### src/mlp_sigmoid_inference_macros.svh
// Assertion macros for the RTL file that checks its own sequencing.
`ifndef MLP_SIGMOID_INFERENCE_MACROS_SVH
`define MLP_SIGMOID_INFERENCE_MACROS_SVH

// The consequent must hold in the same cycle as the antecedent.
`define MSI_ASSERT_SAME(label, ante, cons, msg) \
	label: assert property (@(posedge clk) disable iff (!arst_n) (ante) |-> (cons)) \
		else $error(msg);

// The consequent must hold in the cycle after the antecedent.
`define MSI_ASSERT_NEXT(label, ante, cons, msg) \
	label: assert property (@(posedge clk) disable iff (!arst_n) (ante) |=> (cons)) \
		else $error(msg);

`endif

### src/msi_ram.sv
`default_nettype none

module msi_ram #(
	parameter int WIDTH = 16,
	parameter int DEPTH = 64
) (
	input  wire logic                                       clk,
	input  wire logic                                       we,
	input  wire logic [((DEPTH > 1) ? $clog2(DEPTH) : 1)-1:0] waddr,
	input  wire logic [WIDTH-1:0]                           wdata,
	input  wire logic [((DEPTH > 1) ? $clog2(DEPTH) : 1)-1:0] raddr,
	output logic      [WIDTH-1:0]                           rdata
);

	logic [WIDTH-1:0] mem_q [DEPTH];

	always_ff @(posedge clk) begin
		if (we) begin
			mem_q[waddr] <= wdata;
		end
		rdata <= mem_q[raddr];
	end

endmodule

`default_nettype wire

### config.mk
export PLATFORM = sky130hd
export DESIGN_NAME = msi_ram
export DESIGN_NICKNAME = d
export VERILOG_FILES = /design/src/mlp_sigmoid_inference_macros.svh /design/src/msi_ram.sv
export SDC_FILE = /design/constraint.sdc
export NUM_CORES = 1
export LEC_CHECK = 0
export ABC_CLOCK_PERIOD_IN_PS = 6800
export CAP_MARGIN = 20
export CORE_MARGIN = 2
export CORE_UTILIZATION = 25
export CTS_CLUSTER_SIZE = 28
export DETAILED_ROUTE_END_ITERATION = 8
export DONT_BUFFER_PORTS = 1
export SLEW_MARGIN = 20
export SYNTH_ARGS = -nofsm -noshare
export SYNTH_HDL_FRONTEND = slang
export SYNTH_SLANG_ARGS = --single-unit
### constraint.sdc
create_clock -name clk -period 6.8 [get_ports clk]
set_clock_uncertainty 0.1 [all_clocks]
set_input_delay 0.34 -clock clk [delete_from_list [all_inputs] [get_ports clk]]
set_output_delay 0.34 -clock clk [all_outputs]
set_load 0.03 [all_outputs]
==> results.py, run 1 <==
metrics = {
    "timing": {
        "fin_crit_ns": 2.29,
        "max-slew-margin-rel_pct": 28.6,
        "hold_viol": 0,
        "setup_viol": 0,
        "fmax_mhz": 437,
        "finalCritPeriodShare_pct": 33.6,
        "tns_ns": 0,
        "tightest_slew_ns": 1.07,
        "slew_violations": 0,
        "rsz0062_at_grt": "no",
        "worst_slack_ns": 4.51,
    },
    "cts": {
        "clk_pin_slew_ns": 0.06,
        "cts_root_buf": "clkbuf_16",
        "numClockSinks": 1040,
        "cts_tree": "done",
        "clockBufferDepth": 3,
        "insertion_delay_ns": 0.67,
        "ctsHtreeMaxLevel": 3,
        "cts_setup_buffers": 0,
        "cts_buffers": 102,
    },
    "final_layout": {
        "n_fill_cell": 15200,
        "layout_commonest_cell": "edfxtp_1",
        "final_cell_count_no_fill": 4082,
        "fin_nets": 1964,
        "multi_input_area_mm2": 0.00827,
        "drive_above_1_share_pct": 23.5,
        "mostFrequentLayoutCells": "edfxtp_1, mux4_2, clkbuf_16",
        "synthToLayoutAreaGrowth_pct": 15.5,
        "final_util_pct": 29.1,
        "regArea_mm2": 0.0311,
    },
    "synthesis": {
        "synth_edf_count": 1024,
        "syn_inst": 1829,
        "syn_avg_cell_area_um2": 21.9,
        "synth_ff_type": "edfxtp_1",
        "synth-seq-area-share_pct": 77.6,
        "async_flop_share_pct": 0,
        "synth_cell_types": 43,
        "synthesis.nets": 1859,
        "syn_area_mm2": 0.0400,
        "yosys_warnings": 0,
        "ys_ff_latch": 1040,
    },
    "setup_path": {
        "critical_path.max_fanout": 1,
        "cpMaxStageDelayCell": "a31oi_1",
        "crit_type": "register to register",
        "start_kind": "register",
        "cpPeakStageDelay_ns": 0.55,
        "cp-end-kind": "register",
        "cp_data_required_time_ns": 7.22,
        "worstPathCellList": "mux4_2 -> mux2i_1 -> a22oi_1 -> a31oi_1 -> a311oi_1",
        "worstPathArrival_ns": 2.71,
    },
    "routing": {
        "routed_wl_um": 96100,
        "vias_per_cell": 4.60,
        "vias": 18800,
        "drt-initial-drc-count": 2025,
        "wl_per_cell_um": 23.5,
        "first_pass_iters": 5,
        "final_antenna_net_count": 0,
        "drc": 0,
    },
    "floorplanning": {
        "dieArea_mm2": 0.163,
        "io_pins": 46,
        "start_util_pct": 25.2,
        "die_width_um": 404,
        "die_y_um": 404,
        "core_area_mm2": 0.159,
        "num_rows": 146,
    },
    "grt": {
        "grt_overflow_total": 0,
        "grt_max_degree": 261,
        "grt_antenna_before_repair": 6,
        "grt_pass1_vias": 18700,
        "grtUsageTotal_pct": 11.6,
        "grt_first_pass_wirelength_um": 139000,
    },
    "pwr": {
        "vdd_drop_max_v": 0.000200,
        "p_clk_share_pct": 41.1,
        "p_switching_mw": 2.65,
        "pwr-share-comb_pct": 4.0,
        "power.share.switching_pct": 20.3,
        "p_int_mw": 10.4,
        "seqPwrFrac_pct": 54.8,
        "p_leak_nw": 14.1,
        "power_density_mw_per_mm2": 282,
    },
    "flow_run": {
        "maxCapViolCount": 0,
    },
    "placed_design": {
        "place_congestion": 0.801,
        "dp_hpwl_um": 53800,
        "io_buffers": 0,
        "dp_cells": 3865,
        "pre_cts_slack_ns": 4.30,
    },
    "run_status": {
        "status": "complete, no violations",
    },
    "worst_hold_path": {
        "hold_class": "input pin to register",
    },
}
==> worst paths after layout <==
check                           slack, ns   endpoint  depth (start not counted)           from
worst max register to register       4.51  rdata[15]                          5  mem_q[22][15]
worst max-delay path                 4.51  rdata[15]                          5  mem_q[22][15]
worst min register to register       0.78  rdata[12]                          5  mem_q[62][12]
worst min-delay path                 0.02   rdata[0]                          2       raddr[4]
==> cell families after synthesis <==
| kind of cell | share of synthesized area (%) |
|---|---|
| AOI/OAI and AO/OA | 2.41 |
| buffers and inverters | 1.83 |
| DFF | 77.6 |
| muxes | 15.5 |
| and+or+nand+nor | 2.65 |
==> state kept, by name (all words and copies together) (netlist names) <==
signal	cells
mem_q	1024
rdata	16
==> power groups by stage <==
stage	registers, mW	clock network [mW]	logic [mW]
floorplan	7.27	0	0.367
global placement	7.29	0	0.370
detailed placement	7.29	0	0.370
CTS	7.16	5.48	0.531
global route	7.16	5.73	0.557
finish	7.16	5.37	0.528
==> timing repair <==
action | CTS | global route
hold buffers | 37 | 0
endpoints found under the setup margin | 0 | 0
resized for setup | 0 | 0
hold endpoints to repair | 1094 | 0
==> through the flow <==
| stage | hold WS (ns) | total power [mW] | cell area [um2] |
|---|---|---|---|
| 2_1_floorplan | 0.339 | 7.64 | 40000 |
| 3_3_place_gp | 0.356 | 7.66 | 42400 |
| 3_5_place_dp | 0.358 | 7.66 | 42400 |
| 4_1_cts | 0.00852 | 13.2 | 46200 |
| 5_1_grt | 0.00498 | 13.5 | 46200 |
| 6_report | 0.0156 | 13.1 | 46200 |
==> critical path: cells and delay by family, from the launching register on <==
family             cells  cell delay, ns
muxes                  2            0.86
DFF                    1            0.37
AOI/OAI and AO/OA      3            0.83
==> cell usage after synthesis, types with 6 or more instances <==
cell type / count / share of area (%)
clkbuf_1: 24 / 0.22
a21oi_1: 17 / 0.21
nor2b_1: 30 / 0.47
mux2i_1: 85 / 2.1
a22oi_1: 39 / 0.73
a221oi_1: 16 / 0.35
mux4_2: 220 / 12
a31oi_1: 8 / 0.12
edfxtp_1: 1024 / 77
dfxtp_1: 16 / 0.80
nand3_1: 24 / 0.30
buf_6: 17 / 0.48
nor2_1: 72 / 0.67
buf_4: 13 / 0.24
a311oi_1: 8 / 0.17
nand4_1: 12 / 0.19
a22o_1: 6 / 0.13
a211oi_1: 8 / 0.15
mux2_2: 27 / 0.76
buf_2: 36 / 0.45
a211o_1: 8 / 0.17
a221o_1: 6 / 0.15
nand2_1: 59 / 0.55
==> final cells by class <==
cell class / count / area share [%]
clock inverter: 46 / 0.822
tap: 2072 / 5.61
timing repair buffer: 105 / 2.51
clock buffer: 132 / 5.99
sequential: 1040 / 67.2
antenna: 2 / 0.0108
multi-input combinational: 685 / 17.9
==> per-layer routing <==
| layer | GRT usage, % | part of all wire, % |
|---|---|---|
| met4 | 2.47 | 1.8 |
| met3 | 3.13 | 8.6 |
| met1 | 16.5 | 44 |
| met2 | 17.7 | 46 |
| met5 | 0 | 0.056 |
Note: power is estimated with default switching activity, not from simulation.
==> inputs of run 2 (changes only) <==
--- a/config.mk
+++ b/config.mk
@@ -5,7 +5,7 @@
 export SDC_FILE = /design/constraint.sdc
 export NUM_CORES = 1
 export LEC_CHECK = 0
-export ABC_CLOCK_PERIOD_IN_PS = 6800
+export ABC_CLOCK_PERIOD_IN_PS = 2000
 export CAP_MARGIN = 20
 export CORE_MARGIN = 2
 export CORE_UTILIZATION = 25
==> constraint.sdc (replaced) <==
create_clock -name clk -period 2 [get_ports clk]
set_clock_uncertainty 0.1 [all_clocks]
set_input_delay 0.1 -clock clk [delete_from_list [all_inputs] [get_ports clk]]
set_output_delay 0.1 -clock clk [all_outputs]
set_load 0.03 [all_outputs]
==> run 2 against run 1 <==
Net effect: the run now ends with setup timing left; sequential share of layout area decreased by 2.3 points; design area up 3.5%; die area unchanged; via count is 3.0% higher; non-clock buffer count is 104 higher; sequential power rose to 3.4 times the previous value; critical endpoint is now rdata[2]; largest cell class unchanged.
==> results.py, run 2 (synthesized netlist as in run 1, its figures left out) <==
metrics = {
    "flow_run": {
        "maxCapViolCount": 0,
    },
    "setup_path": {
        "cp-end-kind": "register",
        "crit_end": "rdata[2]",
        "worstReg2RegEnd": "rdata[2]",
        "critical_path.max_fanout": 2,
        "startpoint": "mem_q[52][2]",
        "ff2ff_path_depth": 4,
        "start_kind": "register",
        "worst-r2r-setup-slack_ns": -0.05,
        "crit_type": "register to register",
        "cp_data_required_time_ns": 2.45,
        "cpPeakStageDelay_ns": 0.48,
        "worstPathCellList": "mux4_2 -> a22oi_1 -> nand3_1 -> and4_1",
        "worstPathArrival_ns": 2.50,
        "reg2reg_from": "mem_q[52][2]",
        "cpMaxStageDelayCell": "mux4_2",
    },
    "routing": {
        "drc": 0,
        "wl_per_cell_um": 24.0,
        "routed_wl_um": 101000,
        "final_antenna_net_count": 0,
        "vias_per_cell": 4.60,
        "drt-initial-drc-count": 2058,
        "first_pass_iters": 6,
        "vias": 19400,
    },
    "cts": {
        "cts_setup_buffers": 0,
        "numClockSinks": 1040,
        "insertion_delay_ns": 0.67,
        "clockBufferDepth": 3,
        "cts_buffers": 106,
        "ctsHtreeMaxLevel": 3,
        "cts_root_buf": "clkbuf_16",
        "cts_tree": "done",
        "clk_pin_slew_ns": 0.06,
    },
    "placed_design": {
        "dp_cells": 3952,
        "dp_hpwl_um": 56000,
        "place_congestion": 0.824,
        "io_buffers": 0,
    },
    "final_layout": {
        "reg.largest.list": "mem_q: 1024 flops, rdata: 16 flops",
        "fin_nets": 2072,
        "layout_commonest_cell": "edfxtp_1",
        "regMostFlops": "mem_q",
        "mostFrequentLayoutCells": "edfxtp_1, mux4_2, buf_4",
        "drive_above_1_share_pct": 27.9,
        "synthToLayoutAreaGrowth_pct": 19.6,
        "final_cell_count_no_fill": 4208,
        "largest_reg_flops": 1024,
    },
    "floorplanning": {
        "io_pins": 46,
        "die_width_um": 404,
        "num_rows": 146,
        "start_util_pct": 25.2,
        "die_y_um": 404,
        "dieArea_mm2": 0.163,
        "core_area_mm2": 0.159,
    },
    "timing": {
        "hold_viol": 0,
        "worst_slack_ns": -0.0520,
        "fmax_mhz": 487,
        "finalCritPeriodShare_pct": 103,
        "slew_violations": 0,
        "tightest_slew_ns": 1.13,
        "setup_viol": 2,
        "fin_crit_ns": 2.05,
        "whs_ns": 0.0315,
        "max-slew-margin-rel_pct": 24.6,
        "tns_ns": -0.0663,
    },
    "pwr": {
        "p_leak_nw": 14.9,
        "power.total_mw": 45.6,
        "power_density_mw_per_mm2": 953,
        "vdd_drop_max_v": 0.000784,
    },
    "grt": {
        "grt_overflow_total": 0,
        "grt_pass1_vias": 19100,
        "grt_max_degree": 261,
        "grtUsageTotal_pct": 12.2,
        "grt_antenna_before_repair": 10,
        "grt_first_pass_wirelength_um": 145000,
    },
    "run_status": {
        "status": "complete, but fails checks",
        "violations": "setup timing",
    },
    "worst_hold_path": {
        "hold_class": "input pin to register",
    },
}
run 2: changes by cell type in the layout (fill, tap and decap cells not counted), moves of 6 or more:
cell,delta
a31oi_1,-6
buf_4,+50
buf_12,+39
clkinv_2,+6
dlygate4sd3_1,+14
run 2: critical path, delay by kind of cell (launching register included):
family,cells,cell delay [ns]
AND/OR/NAND/NOR,2,0.71
flip-flops,1,0.37
multiplexers,1,0.48
AO/OA/AOI/OAI,1,0.28
run 2: worst min path at each step:
| stage | from | end | slack (ns) | cells past startpoint |
|---|---|---|---|---|
| after floorplan | wdata[0] | mem_q[0][0] | 0.1 | 0 |
| after global placement | wdata[12] | mem_q[48][12] | 0.12 | 0 |
| after detailed placement | wdata[12] | mem_q[48][12] | 0.12 | 0 |
| after CTS | raddr[1] | rdata[11] | 0.003 | 5 |
| after global routing | raddr[3] | rdata[2] | 0.02 | 5 |
| final | raddr[1] | rdata[11] | 0.03 | 5 |
run 2: power breakdown:
| part | switching [mW] | internal, mW |
|---|---|---|
| clock network | 8.06 | 11.1 |
| registers | 0.233 | 24.1 |
| logic | 1.12 | 0.949 |
| total | 9.42 | 36.2 |
run 2: layer usage:
metal	vias up	GRT usage (%)	share of wire, %
li1	8134	-	-
met1	10400	17.6	44
met2	719	18.4	45
met3	135	3.00	9.0
met4	10	2.56	2.0
met5	-	0	0.063
run 2: layout make-up:
| class | count | area (um2) |
|---|---|---|
| well taps | 2072 | 2590 |
| diodes | 7 | 17.5 |
| fillers | 15100 | 111000 |
| multi-input cells | 685 | 8370 |
| flip-flops and latches | 1040 | 31100 |
| clock inverters | 61 | 548 |
| repair buffers | 209 | 2470 |
| clock buffers | 134 | 2820 |
run 2: metrics by stage:
stage	worst slack, ns	instance area [um2]	utilization (%)
floorplan	-0.158	40100	-
global placement	-0.195	43500	27.4
detailed placement	-0.152	43500	27.4
CTS	0.00118	47800	30.1
global route	-0.0105	47900	30.2
finish	-0.0520	47900	30.2
run 2: repair_timing:
item                                   4_1_cts  5_1_grt
hold buffers                                53        1
setup endpoints to repair                    8       43
endpoints found under the hold margin     1508        1
pin swaps                                    2        0
gates resized for setup                     13       14
==> inputs of run 3 (changes only) <==
--- a/config.mk
+++ b/config.mk
@@ -12,6 +12,7 @@
 export CTS_CLUSTER_SIZE = 28
 export DETAILED_ROUTE_END_ITERATION = 8
 export DONT_BUFFER_PORTS = 1
+export HOLD_SLACK_MARGIN = 0.12
 export SLEW_MARGIN = 20
 export SYNTH_ARGS = -nofsm -noshare
 export SYNTH_HDL_FRONTEND = slang
==> run 3 against run 2 <==
Net effect: the run still ends with setup timing left; wire length increased by 0.20%; sequential power about the same; critical path depth rose by 1; sequential cell count did not move; fmax rose by 1.9%; clock power is essentially flat; critical path type is now input pin to register; highest routed layer unchanged.
==> results.py, run 3 (synthesized netlist as in run 1, its figures left out) <==
metrics = {
    "run_status": {
        "status": "complete, but fails checks",
        "violations": "setup timing",
    },
    "timing": {
        "tightest_slew_ns": 1.05,
        "worst_slack_ns": -0.0141,
        "hold_viol": 0,
        "slew_violations": 0,
        "max-slew-margin-rel_pct": 30.2,
        "fmax_mhz": 496,
        "fin_crit_ns": 2.01,
        "finalCritPeriodShare_pct": 101,
        "setup_viol": 11,
    },
    "setup_path": {
        "cp_data_required_time_ns": 2.24,
        "worst-r2r-setup-slack_ns": -0.01,
        "cp-end-kind": "register",
        "cpPeakStageDelay_ns": 0.78,
        "start_kind": "input pin",
        "cp_common_cell": "dlygate4sd3_1",
        "crit_type": "input pin to register",
        "crit_family": "buffers and inverters",
        "critical_path.max_fanout": 15,
        "cpMaxStageDelayCell": "dlygate4sd3_1",
        "worstPathArrival_ns": 2.25,
        "cp_num_buf_inv": 3,
        "worstPathCellList": "dlygate4sd3_1 -> nand4_1 -> dlygate4sd3_1 -> nor2_1 -> buf_4",
    },
    "routing": {
        "drc": 0,
        "vias_per_cell": 4.61,
        "final_antenna_net_count": 0,
        "wl_per_cell_um": 24.0,
        "routed_wl_um": 101000,
        "drt-initial-drc-count": 2097,
        "vias": 19400,
        "first_pass_iters": 5,
    },
    "grt": {
        "grt_antenna_before_repair": 11,
        "grt_first_pass_wirelength_um": 144000,
        "grtUsageTotal_pct": 12.2,
        "grt_overflow_total": 0,
        "grt_max_degree": 261,
        "grt_pass1_vias": 19100,
    },
    "final_layout": {
        "fin_nets": 2072,
        "largest_reg_flops": 1024,
        "layout_commonest_cell": "edfxtp_1",
        "reg.largest.list": "mem_q: 1024 flops, rdata: 16 flops",
        "regMostFlops": "mem_q",
        "drive_above_1_share_pct": 28.0,
        "synthToLayoutAreaGrowth_pct": 19.6,
        "n_fill_cell": 15100,
        "mostFrequentLayoutCells": "edfxtp_1, mux4_2, buf_4",
    },
    "cts": {
        "insertion_delay_ns": 0.66,
        "cts_tree": "done",
        "clk_pin_slew_ns": 0.06,
        "ctsHtreeMaxLevel": 3,
        "numClockSinks": 1040,
        "cts_root_buf": "clkbuf_16",
        "cts_buffers": 106,
        "clockBufferDepth": 3,
    },
    "pwr": {
        "power_density_mw_per_mm2": 953,
        "vdd_drop_max_v": 0.000793,
        "p_leak_nw": 14.9,
        "power.total_mw": 45.6,
    },
    "floorplanning": {
        "core_area_mm2": 0.159,
        "io_pins": 46,
        "num_rows": 146,
        "die_width_um": 404,
        "die_y_um": 404,
        "dieArea_mm2": 0.163,
        "start_util_pct": 25.2,
    },
    "flow_run": {
        "maxCapViolCount": 0,
    },
    "placed_design": {
        "pre_cts_slack_ns": -0.152,
        "io_buffers": 0,
        "dp_hpwl_um": 56000,
        "place_congestion": 0.824,
    },
    "worst_hold_path": {
        "hold_class": "input pin to register",
    },
}
-- run 3: cell types whose count changed in the layout (fill, tap and decap cells not counted), sizes merged --
cell | before | now
buf | 173 | 175
dlygate4sd3 | 35 | 33
diode | 7 | 6
-- run 3: power breakdown --
group          leakage [nW]  switching [mW]  internal, mW
logic                  3.90            1.16         0.953
registers              9.35           0.236          24.1
clock network          1.64            8.06          11.1
-- run 3: final timing paths --
| check | endpoint | startpoint | cells after the start |
|---|---|---|---|
| hold reg to reg | rdata[4] | mem_q[39][4] | 3 |
| hold / removal | rdata[7] | raddr[1] | 4 |
| setup reg to reg | rdata[2] | mem_q[52][2] | 4 |
| setup / recovery | mem_q[55][1] | waddr[0] | 5 |
-- run 3: worst reg2reg max path: stages, from the launching register on --
cell      delay (ns)
edfxtp_1        0.37
mux4_2          0.48
a22oi_1         0.27
nand3_1         0.34
and4_1          0.35
-- run 3: area by class of cell --
type	count	area [um2]	share of cell area (%)
Clock inverter	61	548	1.14
Clock buffer	134	2820	5.89
Tap cell	2072	2590	5.41
Antenna cell	6	15.0	0.0313
Multi-Input combinational cell	685	8370	17.5
Timing Repair Buffer	209	2500	5.21
Sequential cell	1040	31100	64.9
-- run 3: what timing repair did --
action	4_1_cts	5_1_grt
endpoints found under the setup margin	8	43
pin swaps	2	0
buffers inserted	0	0
resized for setup	13	14
endpoints found under the hold margin	2064	1
hold buffers	53	1
-- run 3: through the flow --
| step | TNS, ns | std cells | hold slack (ns) | instance area [um2] | util, % |
|---|---|---|---|---|---|
| after CTS | 0 | 4200 | 0.127 | 47800 | 30.1 |
| final | -0.0996 | 4207 | 0.164 | 47900 | 30.2 |
| after global routing | -0.0365 | 4204 | 0.151 | 47900 | 30.2 |
| after floorplan | -20.02 | 1829 | 0.0989 | 40100 | - |
| after global placement | -1.06 | 3952 | 0.116 | 43500 | 27.4 |
| after detailed placement | -0.921 | 3952 | 0.116 | 43500 | 27.4 |
-- run 3: metal layers --
| layer | vias up | share of wire (%) | global-route usage, % |
|---|---|---|---|
| li1 | 8131 | - | - |
| met1 | 10400 | 45 | 17.9 |
| met3 | 126 | 8.3 | 2.79 |
| met5 | - | 0.055 | 0 |
| met4 | 8 | 1.8 | 2.46 |
| met2 | 701 | 45 | 18.3 |
